**src/sv/round_robin_process_queue_macros.svh**
```systemverilog
// Assertion macros shared by the round-robin process queue RTL.
// No dependencies; included by files that carry concurrent checks.
`ifndef ROUND_ROBIN_PROCESS_QUEUE_MACROS_SVH
`define ROUND_ROBIN_PROCESS_QUEUE_MACROS_SVH

`ifndef ASSERT_OFF
// a holds at every edge out of reset
`define RRPQ_ASSERT(lbl, clk, rst_n, a) \
  lbl: assert property (@(posedge clk) disable iff (!rst_n) (a)) \
    else $error("rrpq assertion failed");
// a implies c at the same edge
`define RRPQ_ASSERT_IMP(lbl, clk, rst_n, a, c) \
  lbl: assert property (@(posedge clk) disable iff (!rst_n) (a) |-> (c)) \
    else $error("rrpq assertion failed");
// a implies c at the next edge
`define RRPQ_ASSERT_NXT(lbl, clk, rst_n, a, c) \
  lbl: assert property (@(posedge clk) disable iff (!rst_n) (a) |=> (c)) \
    else $error("rrpq assertion failed");
`else
`define RRPQ_ASSERT(lbl, clk, rst_n, a)
`define RRPQ_ASSERT_IMP(lbl, clk, rst_n, a, c)
`define RRPQ_ASSERT_NXT(lbl, clk, rst_n, a, c)
`endif

`endif

```
**src/sv/rrpq_pkg.sv**
```systemverilog
// Package for the round-robin process queue: widths, codes and cell command type.
// No dependencies.
`default_nettype none
package rrpq_pkg;

  localparam int QUEUE_DEPTH = 16;
  localparam int CNT_W       = $clog2(QUEUE_DEPTH + 1);
  localparam int ID_W        = 16;
  localparam int JT_W        = 16;
  localparam int TM_W        = 17;
  localparam int QUANT_W     = 16;
  localparam int STAT_W      = 3;

  typedef enum logic [STAT_W-1:0] {
    ST_INSERTED  = 3'd0,
    ST_DUPLICATE = 3'd1,
    ST_FULL      = 3'd2,
    ST_EMPTY     = 3'd3,
    ST_ROTATED   = 3'd4,
    ST_REMOVED   = 3'd5
  } status_t;

  typedef enum logic {
    FSM_IDLE = 1'b0,
    FSM_EXEC = 1'b1
  } fsm_t;

  // Broadcast to every cell of the chain
  typedef struct packed {
    logic            shift;   // every cell takes its upper neighbour
    logic            rotate;  // with shift: last occupied cell takes the broadcast job
    logic            insert;  // first free cell takes the broadcast job
    logic [ID_W-1:0] id;      // broadcast id, also the compare key
    logic [TM_W-1:0] tm;      // broadcast remaining time
  } cell_cmd_t;

endpackage
`default_nettype wire

```
**src/sv/round_robin_process_queue.sv**
```systemverilog
// Round-robin process queue: a chain of job cells with the head at cell 0.
// The result is registered from the request register once the result slot is free.
// One request at a time: request register, then one chain update, before the next is taken.
// A waiting result does not block the next request's capture; its update waits for the slot.
// Reset (synchronous, rst_n low): queue empty, quantum 1; cell contents are left as they are.
`default_nettype none
module round_robin_process_queue (
  input  wire logic                          clk,
  input  wire logic                          rst_n,
  input  wire logic                          in_valid,
  output logic                               in_ready,
  input  wire logic                          in_req_type,
  input  wire logic [rrpq_pkg::ID_W-1:0]     in_job_id,
  input  wire logic [rrpq_pkg::JT_W-1:0]     in_job_time,
  output logic                               out_valid,
  input  wire logic                          out_ready,
  output logic      [rrpq_pkg::STAT_W-1:0]   out_status,
  output logic      [rrpq_pkg::ID_W-1:0]     out_result_id,
  output logic signed [rrpq_pkg::TM_W-1:0]   out_result_time,
  input  wire logic                          cfg_valid,
  output logic                               cfg_ready,
  input  wire logic [rrpq_pkg::QUANT_W-1:0]  cfg_quantum
);
  import rrpq_pkg::*;

  // Chain view: cell i holds the i-th job in service order.
  // occ: cell holds a job; at_tail: first free cell (insert target);
  // at_last: last occupied cell (where a rotated head lands).
  cell_cmd_t             cmd;
  logic [CNT_W-1:0]      count;
  logic [QUEUE_DEPTH-1:0] occ, at_tail, at_last, match;
  logic [ID_W-1:0]       cid [QUEUE_DEPTH];
  logic [TM_W-1:0]       ctm [QUEUE_DEPTH];
  logic [ID_W-1:0]       nid [QUEUE_DEPTH];
  logic [TM_W-1:0]       ntm [QUEUE_DEPTH];
  logic [TM_W-1:0]       rtm;

  genvar gi;
  generate
    for (gi = 0; gi < QUEUE_DEPTH; gi++) begin : g_cell
      assign occ[gi]     = (count > CNT_W'(gi));
      assign at_tail[gi] = (count == CNT_W'(gi));
      assign at_last[gi] = (count == CNT_W'(gi + 1));

      // top cell has no upper neighbour; what it takes on a shift is never read
      if (gi == QUEUE_DEPTH - 1) begin : g_top
        assign nid[gi] = cmd.id;
        assign ntm[gi] = cmd.tm;
      end else begin : g_mid
        assign nid[gi] = cid[gi+1];
        assign ntm[gi] = ctm[gi+1];
      end

      rrpq_cell u_cell (
        .clk     (clk),
        .cmd     (cmd),
        .occ     (occ[gi]),
        .at_tail (at_tail[gi]),
        .at_last (at_last[gi]),
        .nb_id   (nid[gi]),
        .nb_tm   (ntm[gi]),
        .id      (cid[gi]),
        .tm      (ctm[gi]),
        .match   (match[gi])
      );
    end
  endgenerate

  // Duplicate search: every occupied cell compares its id with the key at once
  rrpq_ctrl u_ctrl (
    .clk             (clk),
    .rst_n           (rst_n),
    .in_valid        (in_valid),
    .in_ready        (in_ready),
    .in_req_type     (in_req_type),
    .in_job_id       (in_job_id),
    .in_job_time     (in_job_time),
    .out_valid       (out_valid),
    .out_ready       (out_ready),
    .out_status      (out_status),
    .out_result_id   (out_result_id),
    .out_result_time (rtm),
    .cfg_valid       (cfg_valid),
    .cfg_ready       (cfg_ready),
    .cfg_quantum     (cfg_quantum),
    .head_id         (cid[0]),
    .head_tm         (ctm[0]),
    .dup             (|match),
    .cmd             (cmd),
    .count           (count)
  );

  assign out_result_time = $signed(rtm);

endmodule
`default_nettype wire

```
**src/sv/rrpq_cell.sv**
```systemverilog
// One slot of the job chain: holds an id and a remaining time.
// Depends on rrpq_pkg.
`default_nettype none
module rrpq_cell (
  input  wire logic                     clk,
  input  wire rrpq_pkg::cell_cmd_t      cmd,
  input  wire logic                     occ,
  input  wire logic                     at_tail,
  input  wire logic                     at_last,
  input  wire logic [rrpq_pkg::ID_W-1:0] nb_id,
  input  wire logic [rrpq_pkg::TM_W-1:0] nb_tm,
  output logic      [rrpq_pkg::ID_W-1:0] id,
  output logic      [rrpq_pkg::TM_W-1:0] tm,
  output logic                          match
);
  import rrpq_pkg::*;

  logic [ID_W-1:0] id_r, id_nxt;
  logic [TM_W-1:0] tm_r, tm_nxt;

  always_comb begin
    id_nxt = id_r;
    tm_nxt = tm_r;
    if (cmd.shift) begin
      if (cmd.rotate && at_last) begin
        id_nxt = cmd.id;
        tm_nxt = cmd.tm;
      end else begin
        id_nxt = nb_id;
        tm_nxt = nb_tm;
      end
    end else if (cmd.insert && at_tail) begin
      id_nxt = cmd.id;
      tm_nxt = cmd.tm;
    end
  end

  always_ff @(posedge clk) begin
    id_r <= id_nxt;
    tm_r <= tm_nxt;
  end

  assign id    = id_r;
  assign tm    = tm_r;
  assign match = occ && (id_r == cmd.id);

endmodule
`default_nettype wire

```
**src/sv/rrpq_ctrl.sv**
```systemverilog
// Sequencer of the round-robin process queue: request and result registers,
// job count, quantum register and the cell commands. Depends on rrpq_pkg.
`default_nettype none
`include "round_robin_process_queue_macros.svh"
module rrpq_ctrl (
  input  wire logic                          clk,
  input  wire logic                          rst_n,
  input  wire logic                          in_valid,
  output logic                               in_ready,
  input  wire logic                          in_req_type,
  input  wire logic [rrpq_pkg::ID_W-1:0]     in_job_id,
  input  wire logic [rrpq_pkg::JT_W-1:0]     in_job_time,
  output logic                               out_valid,
  input  wire logic                          out_ready,
  output logic      [rrpq_pkg::STAT_W-1:0]   out_status,
  output logic      [rrpq_pkg::ID_W-1:0]     out_result_id,
  output logic      [rrpq_pkg::TM_W-1:0]     out_result_time,
  input  wire logic                          cfg_valid,
  output logic                               cfg_ready,
  input  wire logic [rrpq_pkg::QUANT_W-1:0]  cfg_quantum,
  input  wire logic [rrpq_pkg::ID_W-1:0]     head_id,
  input  wire logic [rrpq_pkg::TM_W-1:0]     head_tm,
  input  wire logic                          dup,
  output rrpq_pkg::cell_cmd_t                cmd,
  output logic      [rrpq_pkg::CNT_W-1:0]    count
);
  import rrpq_pkg::*;

  fsm_t                state_r, state_nxt;
  logic                req_r, req_nxt;
  logic [ID_W-1:0]     id_r, id_nxt;
  logic [JT_W-1:0]     jt_r, jt_nxt;
  logic [QUANT_W-1:0]  quantum_r, quantum_nxt;
  logic [CNT_W-1:0]    count_r, count_nxt;
  logic                out_valid_r, out_valid_nxt;
  status_t             status_r, status_nxt;
  logic [ID_W-1:0]     rid_r, rid_nxt;
  logic [TM_W-1:0]     rtm_r, rtm_nxt;

  logic                out_free;
  logic                fire;
  logic [TM_W:0]       diff;
  logic [TM_W-1:0]     new_tm;
  logic                head_pos;
  logic                full;

  assign cfg_ready   = 1'b1;
  assign quantum_nxt = cfg_valid ? cfg_quantum : quantum_r;

  assign out_free = !out_valid_r || out_ready;
  assign full     = (count_r == CNT_W'(QUEUE_DEPTH));
  // head time minus quantum; the result fits the time width whenever it is used (positive head)
  assign diff     = {head_tm[TM_W-1], head_tm} - {2'b00, quantum_r};
  assign new_tm   = diff[TM_W-1:0];
  assign head_pos = !head_tm[TM_W-1] && (|head_tm);

  always_comb begin
    state_nxt     = state_r;
    req_nxt       = req_r;
    id_nxt        = id_r;
    jt_nxt        = jt_r;
    count_nxt     = count_r;
    out_valid_nxt = out_valid_r && !out_ready;
    status_nxt    = status_r;
    rid_nxt       = rid_r;
    rtm_nxt       = rtm_r;
    in_ready      = 1'b0;
    fire          = 1'b0;
    cmd.shift     = 1'b0;
    cmd.rotate    = 1'b0;
    cmd.insert    = 1'b0;
    cmd.id        = req_r ? head_id : id_r;
    cmd.tm        = req_r ? new_tm : {1'b0, jt_r};

    case (state_r)
      FSM_IDLE: begin
        in_ready = 1'b1;
        if (in_valid) begin
          req_nxt   = in_req_type;
          id_nxt    = in_job_id;
          jt_nxt    = in_job_time;
          state_nxt = FSM_EXEC;
        end
      end
      FSM_EXEC: begin
        if (out_free) begin
          fire          = 1'b1;
          state_nxt     = FSM_IDLE;
          out_valid_nxt = 1'b1;
          rid_nxt       = '0;
          rtm_nxt       = '0;
          if (!req_r) begin
            if (dup) begin
              status_nxt = ST_DUPLICATE;
            end else if (full) begin
              status_nxt = ST_FULL;
            end else begin
              status_nxt = ST_INSERTED;
              rid_nxt    = id_r;
              cmd.insert = 1'b1;
              count_nxt  = count_r + CNT_W'(1);
            end
          end else if (count_r == '0) begin
            status_nxt = ST_EMPTY;
          end else if (head_pos) begin
            status_nxt = ST_ROTATED;
            rid_nxt    = head_id;
            rtm_nxt    = new_tm;
            cmd.shift  = 1'b1;
            cmd.rotate = 1'b1;
          end else begin
            status_nxt = ST_REMOVED;
            rid_nxt    = head_id;
            cmd.shift  = 1'b1;
            count_nxt  = count_r - CNT_W'(1);
          end
        end
      end
      default: begin
        state_nxt = FSM_IDLE;
      end
    endcase
  end

  always_ff @(posedge clk) begin
    if (!rst_n) begin
      state_r     <= FSM_IDLE;
      count_r     <= '0;
      out_valid_r <= 1'b0;
      quantum_r   <= QUANT_W'(1);
    end else begin
      state_r     <= state_nxt;
      count_r     <= count_nxt;
      out_valid_r <= out_valid_nxt;
      quantum_r   <= quantum_nxt;
    end
  end

  always_ff @(posedge clk) begin
    req_r    <= req_nxt;
    id_r     <= id_nxt;
    jt_r     <= jt_nxt;
    status_r <= status_nxt;
    rid_r    <= rid_nxt;
    rtm_r    <= rtm_nxt;
  end

  assign out_valid       = out_valid_r;
  assign out_status      = status_r;
  assign out_result_id   = rid_r;
  assign out_result_time = rtm_r;
  assign count           = count_r;

  `RRPQ_ASSERT(a_count_bound, clk, rst_n, count_r <= CNT_W'(QUEUE_DEPTH))
  `RRPQ_ASSERT_IMP(a_ins_not_full, clk, rst_n, fire && status_nxt == ST_INSERTED, !full)
  `RRPQ_ASSERT_NXT(a_rot_keeps_count, clk, rst_n, fire && status_nxt == ST_ROTATED,
                   count_r == $past(count_r))
  `RRPQ_ASSERT_NXT(a_rem_drops_count, clk, rst_n, fire && status_nxt == ST_REMOVED,
                   count_r == $past(count_r) - CNT_W'(1))
  `RRPQ_ASSERT_IMP(a_fire_needs_room, clk, rst_n, fire, state_r == FSM_EXEC && out_free)

endmodule
`default_nettype wire

```
**config.mk**
```make
export PLATFORM = sky130hd
export DESIGN_NAME = round_robin_process_queue
export DESIGN_NICKNAME = d
export VERILOG_FILES = /design/src/sv/rrpq_pkg.sv /design/src/sv/round_robin_process_queue.sv /design/src/sv/rrpq_cell.sv /design/src/sv/rrpq_ctrl.sv
export VERILOG_INCLUDE_DIRS = /design/src /design/src/sv
export SDC_FILE = /design/constraint.sdc
export NUM_CORES = 1
export LEC_CHECK = 0
export BUFFER_PORTS_ARGS = -buffer_cell sky130_fd_sc_hd__buf_2
export CAP_MARGIN = 20
export CORE_UTILIZATION = 50
export CTS_CLUSTER_DIAMETER = 120
export DETAILED_ROUTE_END_ITERATION = 10
export HOLD_SLACK_MARGIN = 0.1
export PLACE_DENSITY = 0.66
export SLEW_MARGIN = 20
export SYNTH_ARGS = -nofsm -noshare
export SYNTH_HDL_FRONTEND = slang
export SYNTH_SLANG_ARGS = --single-unit
```
**constraint.sdc**
```tcl
create_clock -name clk -period 16.5 [get_ports clk]
set_clock_uncertainty 0.15 [all_clocks]
set_input_delay 1.65 -clock clk [delete_from_list [all_inputs] [get_ports clk]]
set_output_delay 1.65 -clock clk [all_outputs]
set_load 0.1 [all_outputs]
```
After elaboration in Yosys (flattened, before gate mapping)
Cells that the tools add are included.

Bits in registers: 620. Input bits: 54. Output and inout bits: 39.

Multiplexer cells: 124. Bitwise operators: 3. Eq/ne operators: 36. Reduce and logical (&&, ||, !) cells: 76. Magnitude comparators: 16. $add $sub $neg: 3.

Operators by type and width (count): $mux W16 (52); $mux W17 (48); $eq A16 B16 Y1 (16); $logic_and A1 B1 Y1 (49); $eq A5 B4 Y1 const B (8); $gt A5 B4 Y1 const B (8); $reduce_bool A2 Y1 (16); $mux W5 (5); $eq A5 B3 Y1 const B (4); $gt A5 B3 Y1 const B (4); $reduce_or A17 Y1 (1); $sub A17 B17 Y17 (1); $reduce_or A16 Y1 (1); $mux W3 (4); $eq A5 B2 Y1 const B (2); $gt A5 B1 Y1 const B (2); $gt A5 B2 Y1 const B (2); $mux W1 (10); $mux W2 (4); $ne A2 B2 Y1 const B (3); $reduce_and A6 Y1 (1); $add A5 B1 Y5 const B (1); $eq A5 B1 Y1 const B (1); $eq A5 B5 Y1 const B (1); 9 further kinds (14).

Depth between registers and ports, before layout
Word-level depth: 11. Depth in mapped cells: 14. Depth with buffers taken out: 13.

Modules after synthesis
From an unflattened synthesis, not the netlist that was laid out.

Cells, all modules: 2007. Area total of the unflattened synthesis: 30490.5 sq um.

Modules (own cells, without submodules): rrpq_cell (cells each 93, seq. area each 991.0 sq um, area an instance 1585.3 sq um, times used 16); rrpq_ctrl (cells each 462, seq. area each 2532.4 sq um, area an instance 4807.1 sq um, times used 1); round_robin_process_queue (cells each 57, seq. area each 0.0 sq um, area an instance 319.1 sq um, times used 1).

Least setup slack after synthesis
Ideal clock, no wire load.

Kind: in2reg. From: input out_ready. To: register g_cell[14].u_cell.id_r[0] (enable). Stages on the path: 5. Slack: 9.318 ns. Data required time: 15.835 ns. Arrival: 6.517 ns. Setup time: 0.515 ns. Path through: nand2b_1 > nand2_1 > inv_1 > nand4_1 > o41ai_1.

Word-level cells in the longest chain between the ends: 5.

Ends and longest elaborated chain: start: declaration (RTL line round_robin_process_queue.sv:16) `input wire logic out_ready,`; $logic_or A1 B1 Y1 * (RTL line rrpq_ctrl.sv:50) `assign out_free = !out_valid_r || out_ready;`; $mux W3 * (RTL line rrpq_ctrl.sv:86) `if (out_free) begin`; $mux W3 * (RTL line rrpq_ctrl.sv:75) `case (state_r)`; $logic_and A1 B1 Y1 (RTL line rrpq_cell.sv:32) `end else if (cmd.insert && at_tail) begin`; $reduce_bool A2 Y1 (no source line) *; end signal: assignment (RTL line rrpq_cell.sv:39) `id_r <= id_nxt;`; end: declaration (RTL line rrpq_cell.sv:18) `logic [ID_W-1:0] id_r, id_nxt;`.

Mark *: on every way between the ends. The rest lies on a longest branch, timed or not. A chain may end at the register's enable or synchronous reset.

Worst setup path after layout
From: register u_ctrl.req_r. To: register g_cell[2].u_cell.id_r[5] (enable).

Word-level cells in the longest chain between the ends: 10. Elaborated cells between the ends (all ways): 41.

Ends and longest elaborated chain: start: declaration (RTL line rrpq_ctrl.sv:30) `logic req_r, req_nxt;`; start signal: assignment (RTL line rrpq_ctrl.sv:140) `req_r <= req_nxt;`; $mux W16 (RTL line rrpq_ctrl.sv:72) `cmd.id = req_r ? head_id : id_r;`; $eq A16 B16 Y1 (RTL line rrpq_cell.sv:45) `assign match = occ && (id_r == cmd.id);`; $logic_and A1 B1 Y1 (RTL line rrpq_cell.sv:45); $reduce_or A16 Y1 (RTL line round_robin_process_queue.sv:88) `.dup (|match),`; $mux W1 (RTL line rrpq_ctrl.sv:93) `if (dup) begin`; $mux W1 (RTL line rrpq_ctrl.sv:92) `if (!req_r) begin`; $mux W3 * (RTL line rrpq_ctrl.sv:86); $mux W3 * (RTL line rrpq_ctrl.sv:75); $logic_and A1 B1 Y1 (RTL line rrpq_cell.sv:32); $reduce_bool A2 Y1 (no source line) *; end signal: assignment (RTL line rrpq_cell.sv:39); end: declaration (RTL line rrpq_cell.sv:18).

Marked as above.

==> flow_metrics.env <==
export IMPL_outcome="finished clean"
export IMPL_syn_inst=2586
export IMPL_final_common_cell="edfxtp_1"
export IMPL_p_comb_share_pct=14.0
export IMPL_fp_coreArea_um2=57700
export IMPL_detail_route_iter0_violations=1402
export IMPL_ys_flop_type="edfxtp_1"
export IMPL_rsz0062_at_grt="false"
export IMPL_fin_crit_ns=5.10
export IMPL_yosysTopAreaCellShare_pct=61.4
export IMPL_die_h_um=244
export IMPL_worstPathMaxFanout=40
export IMPL_ys_seq_elements=620
export IMPL_switching_share_pct=26.3
export IMPL_regArea_um2=18400
export IMPL_grt_overflow_total=0
export IMPL_cts_buffers=67
export IMPL_p_leak_nw=11.4
export IMPL_drt_total_wl_um=65100
export IMPL_max_slew_margin_pct=29.2
export IMPL_gp_congestion=0.868
export IMPL_finalPower_mw=3.85
export IMPL_drv_cap=0
export IMPL_synthTopCellsByArea="edfxtp_1, a21oi_1, nor2_1, xnor2_1, xor2_1"
export IMPL_start_util_pct=50.6
export IMPL_core_rowCount=88
export IMPL_drive_above_1_share_pct=12.0
export IMPL_hold_viol=0
export IMPL_fillers=4732
export IMPL_ctsHoldBuffers=0
export IMPL_async_reset_ff_share_pct=0
export IMPL_vias=19150
export IMPL_utilization_pct=56.9
export IMPL_switchingPower_mw=1.01
export IMPL_final_cell_mix="edfxtp_1, nor2_1, a21oi_1, xnor2_1, xor2_1"
export IMPL_synth_avg_cell_area_um2=11.3
export IMPL_post_cts_buffers=0
export IMPL_power_frac_seq_pct=49.0
export IMPL_hold_class="reg -> reg"
export IMPL_die_w_um=244
export IMPL_fmax_mhz=196
export IMPL_setup_worst_path_class="reg -> reg"
export IMPL_clk_pin_slew_ns=0.06
export IMPL_dpl_cell_count=3305
export IMPL_synth_top_area_cell="edfxtp_1"
export IMPL_insertedDiodeCount=0
export IMPL_critPathLaunchType="register"
export IMPL_grt_pass1_wl_um=104000
export IMPL_dp_hpwl_um=43400
export IMPL_worst_ir_drop_vdd_mv=0.0949
export IMPL_synth_seq_area_share_pct=62.9
export IMPL_maxSlewViolCount=0
export IMPL_viasPerCell=5.58
export IMPL_dr_pass1_iters=5
export IMPL_cts_num_sinks=620
export IMPL_cp_arrival_ns=5.24
export IMPL_ys_types=59
export IMPL_cts_resized=0
export IMPL_grt_pass1_vias=18742
export IMPL_synth_area_um2=29200
export IMPL_clk_insertion_delay_late_ns=0.61
export IMPL_htree_levels=3
export IMPL_yosys_warnings=0
export IMPL_track_usage_pct=22.0
export IMPL_multiInputGateArea_um2=10100
export IMPL_p_int_mw=2.83
export IMPL_synth_nets=2663
export IMPL_power_density_nw_per_um2=117
export IMPL_synth_edf_count=597
export IMPL_die_area_um2=59400
export IMPL_worstMarginPinSlew_ns=1.06
export IMPL_antenna_found_initial=0
export IMPL_grt_max_degree=62
export IMPL_reg2reg_slack_ns=11.40
export IMPL_cts_tree="yes"
export IMPL_cts_buffer_depth=3
export IMPL_min_period_over_period_pct=30.9
export IMPL_setup_viol=0
export IMPL_clockPowerShare_pct=37.0
export IMPL_cts_root_buf="clkbuf_16"
export IMPL_ant_nets=0
export IMPL_cp_data_required_time_ns=16.63
export IMPL_num_io_pins=93
export IMPL_io_buffers=91
export IMPL_end_kind="register"
export IMPL_routedWlPerCell_um=19.0
export IMPL_layout_nets=2692
export IMPL_remaining_drc_errors=0
export IMPL_final_cells=3430
export IMPL_area_growth_pct=12.3
export IMPL_fin_setup_tns_ns=0
==> area by class of cell <==
type                       instances  share of cell area, %
clock inverter                    41                  0.893
multi-input combinational       1699                   30.8
inverter                          78                  0.893
tap                              765                   2.92
timing repair buffer             149                   3.14
clock buffer                      78                   5.33
sequential                       620                   56.1
==> critical path: stages (launching register included) <==
cell and delay (ns):
edfxtp_1 0.32, buf_4 0.72, mux2i_4 0.34, buf_4 0.45, xor2_1 0.12, nand4_1 0.15, nor3_1 0.09, a22o_1 0.27
nor4_4 0.44, nand4_1 0.21, buf_4 0.31, o21ai_2 0.74, buf_4 0.39
==> through the flow <==
stage / setup WS, ns / cell area (um2) / hold slack [ns]
5_1_grt: 11.07 / 32800 / 0.389
2_1_floorplan: 9.32 / 29200 / 0.295
6_report: 11.40 / 32800 / 0.342
3_5_place_dp: 11.39 / 30600 / 0.325
3_3_place_gp: 11.48 / 30500 / 0.313
4_1_cts: 11.39 / 32600 / 0.340
==> path summary, 6_finish.rpt <==
kind	startpoint	to	cells after the start
max	u_ctrl.req_r	g_cell[2].u_cell.id[5]	12
min	u_ctrl.quantum_r[0]	u_ctrl.quantum_r[0]	2
max reg2reg	u_ctrl.req_r	g_cell[2].u_cell.id[5]	12
min reg2reg	u_ctrl.quantum_r[0]	u_ctrl.quantum_r[0]	2
==> logic make-up (layout without fill, tap and decap cells) <==
| kind of cell | Yosys count | after routing | synth area share [%] |
|---|---|---|---|
| AOI/OAI and AO/OA | 603 | 603 | 11.0 |
| muxes | 62 | 62 | 2.51 |
| adders and majority gates | 23 | 23 | 1.01 |
| buffers and inverters | 267 | 346 | 3.86 |
| and+or+nand+nor | 740 | 740 | 10.6 |
| DFF | 620 | 620 | 62.9 |
| other | 1 | 1 | 0.0128 |
| xor gates and xnor gates | 270 | 270 | 8.09 |
==> state kept, by name (all words and copies together) (netlist names) <==
register and cells:
u_ctrl.count 5, u_ctrl.quantum_r 16, u_ctrl.out_valid 1, u_ctrl.req_r 1
g_cell.u_cell.tm 272, u_ctrl.out_result_time 17, u_ctrl.id_r 16, u_ctrl.out_result_id 16
g_cell.u_cell.id 256, u_ctrl.out_status 3, u_ctrl.state_r 1, u_ctrl.jt_r 16
==> synthesized netlist by cell type, types with 12 or more instances <==
master    instances
nor2_1          495
buf_4            14
nand3_1          30
xor2_1           93
mux2_2           20
nand4_1          19
buf_2            15
inv_1            78
o21ai_0          71
nand2_1         102
nor4_1           38
xnor2_1         177
dfxtp_1          23
nor3_1           20
ha_1             22
and3_1           12
edfxtp_1        597
mux2i_1          30
clkbuf_1        149
a21oi_1         447
a31oi_1          38
==> power by group through the flow <==
| stage | clock (mW) | sequential (mW) | combinational, mW |
|---|---|---|---|
| after floorplan | 0 | 1.95 | 0.353 |
| after global placement | 0 | 1.92 | 0.515 |
| after detailed placement | 0 | 1.92 | 0.534 |
| after CTS | 1.44 | 1.88 | 0.536 |
| after global routing | 1.50 | 1.89 | 0.593 |
| final | 1.42 | 1.88 | 0.540 |
==> routing by layer <==
layer / vias up / routed length (um) / part of all wire [%] / track usage [%]
li1: 9215 / - / - / -
met1: 9339 / 27300 / 42 / 27.9
met2: 482 / 32800 / 50 / 38.3
met3: 114 / 3080 / 4.7 / 3.08
met4: 0 / 1830 / 2.8 / 8.24
met5: - / 0 / 0 / 0
No activity file was read; power rests on OpenSTA's default activity.
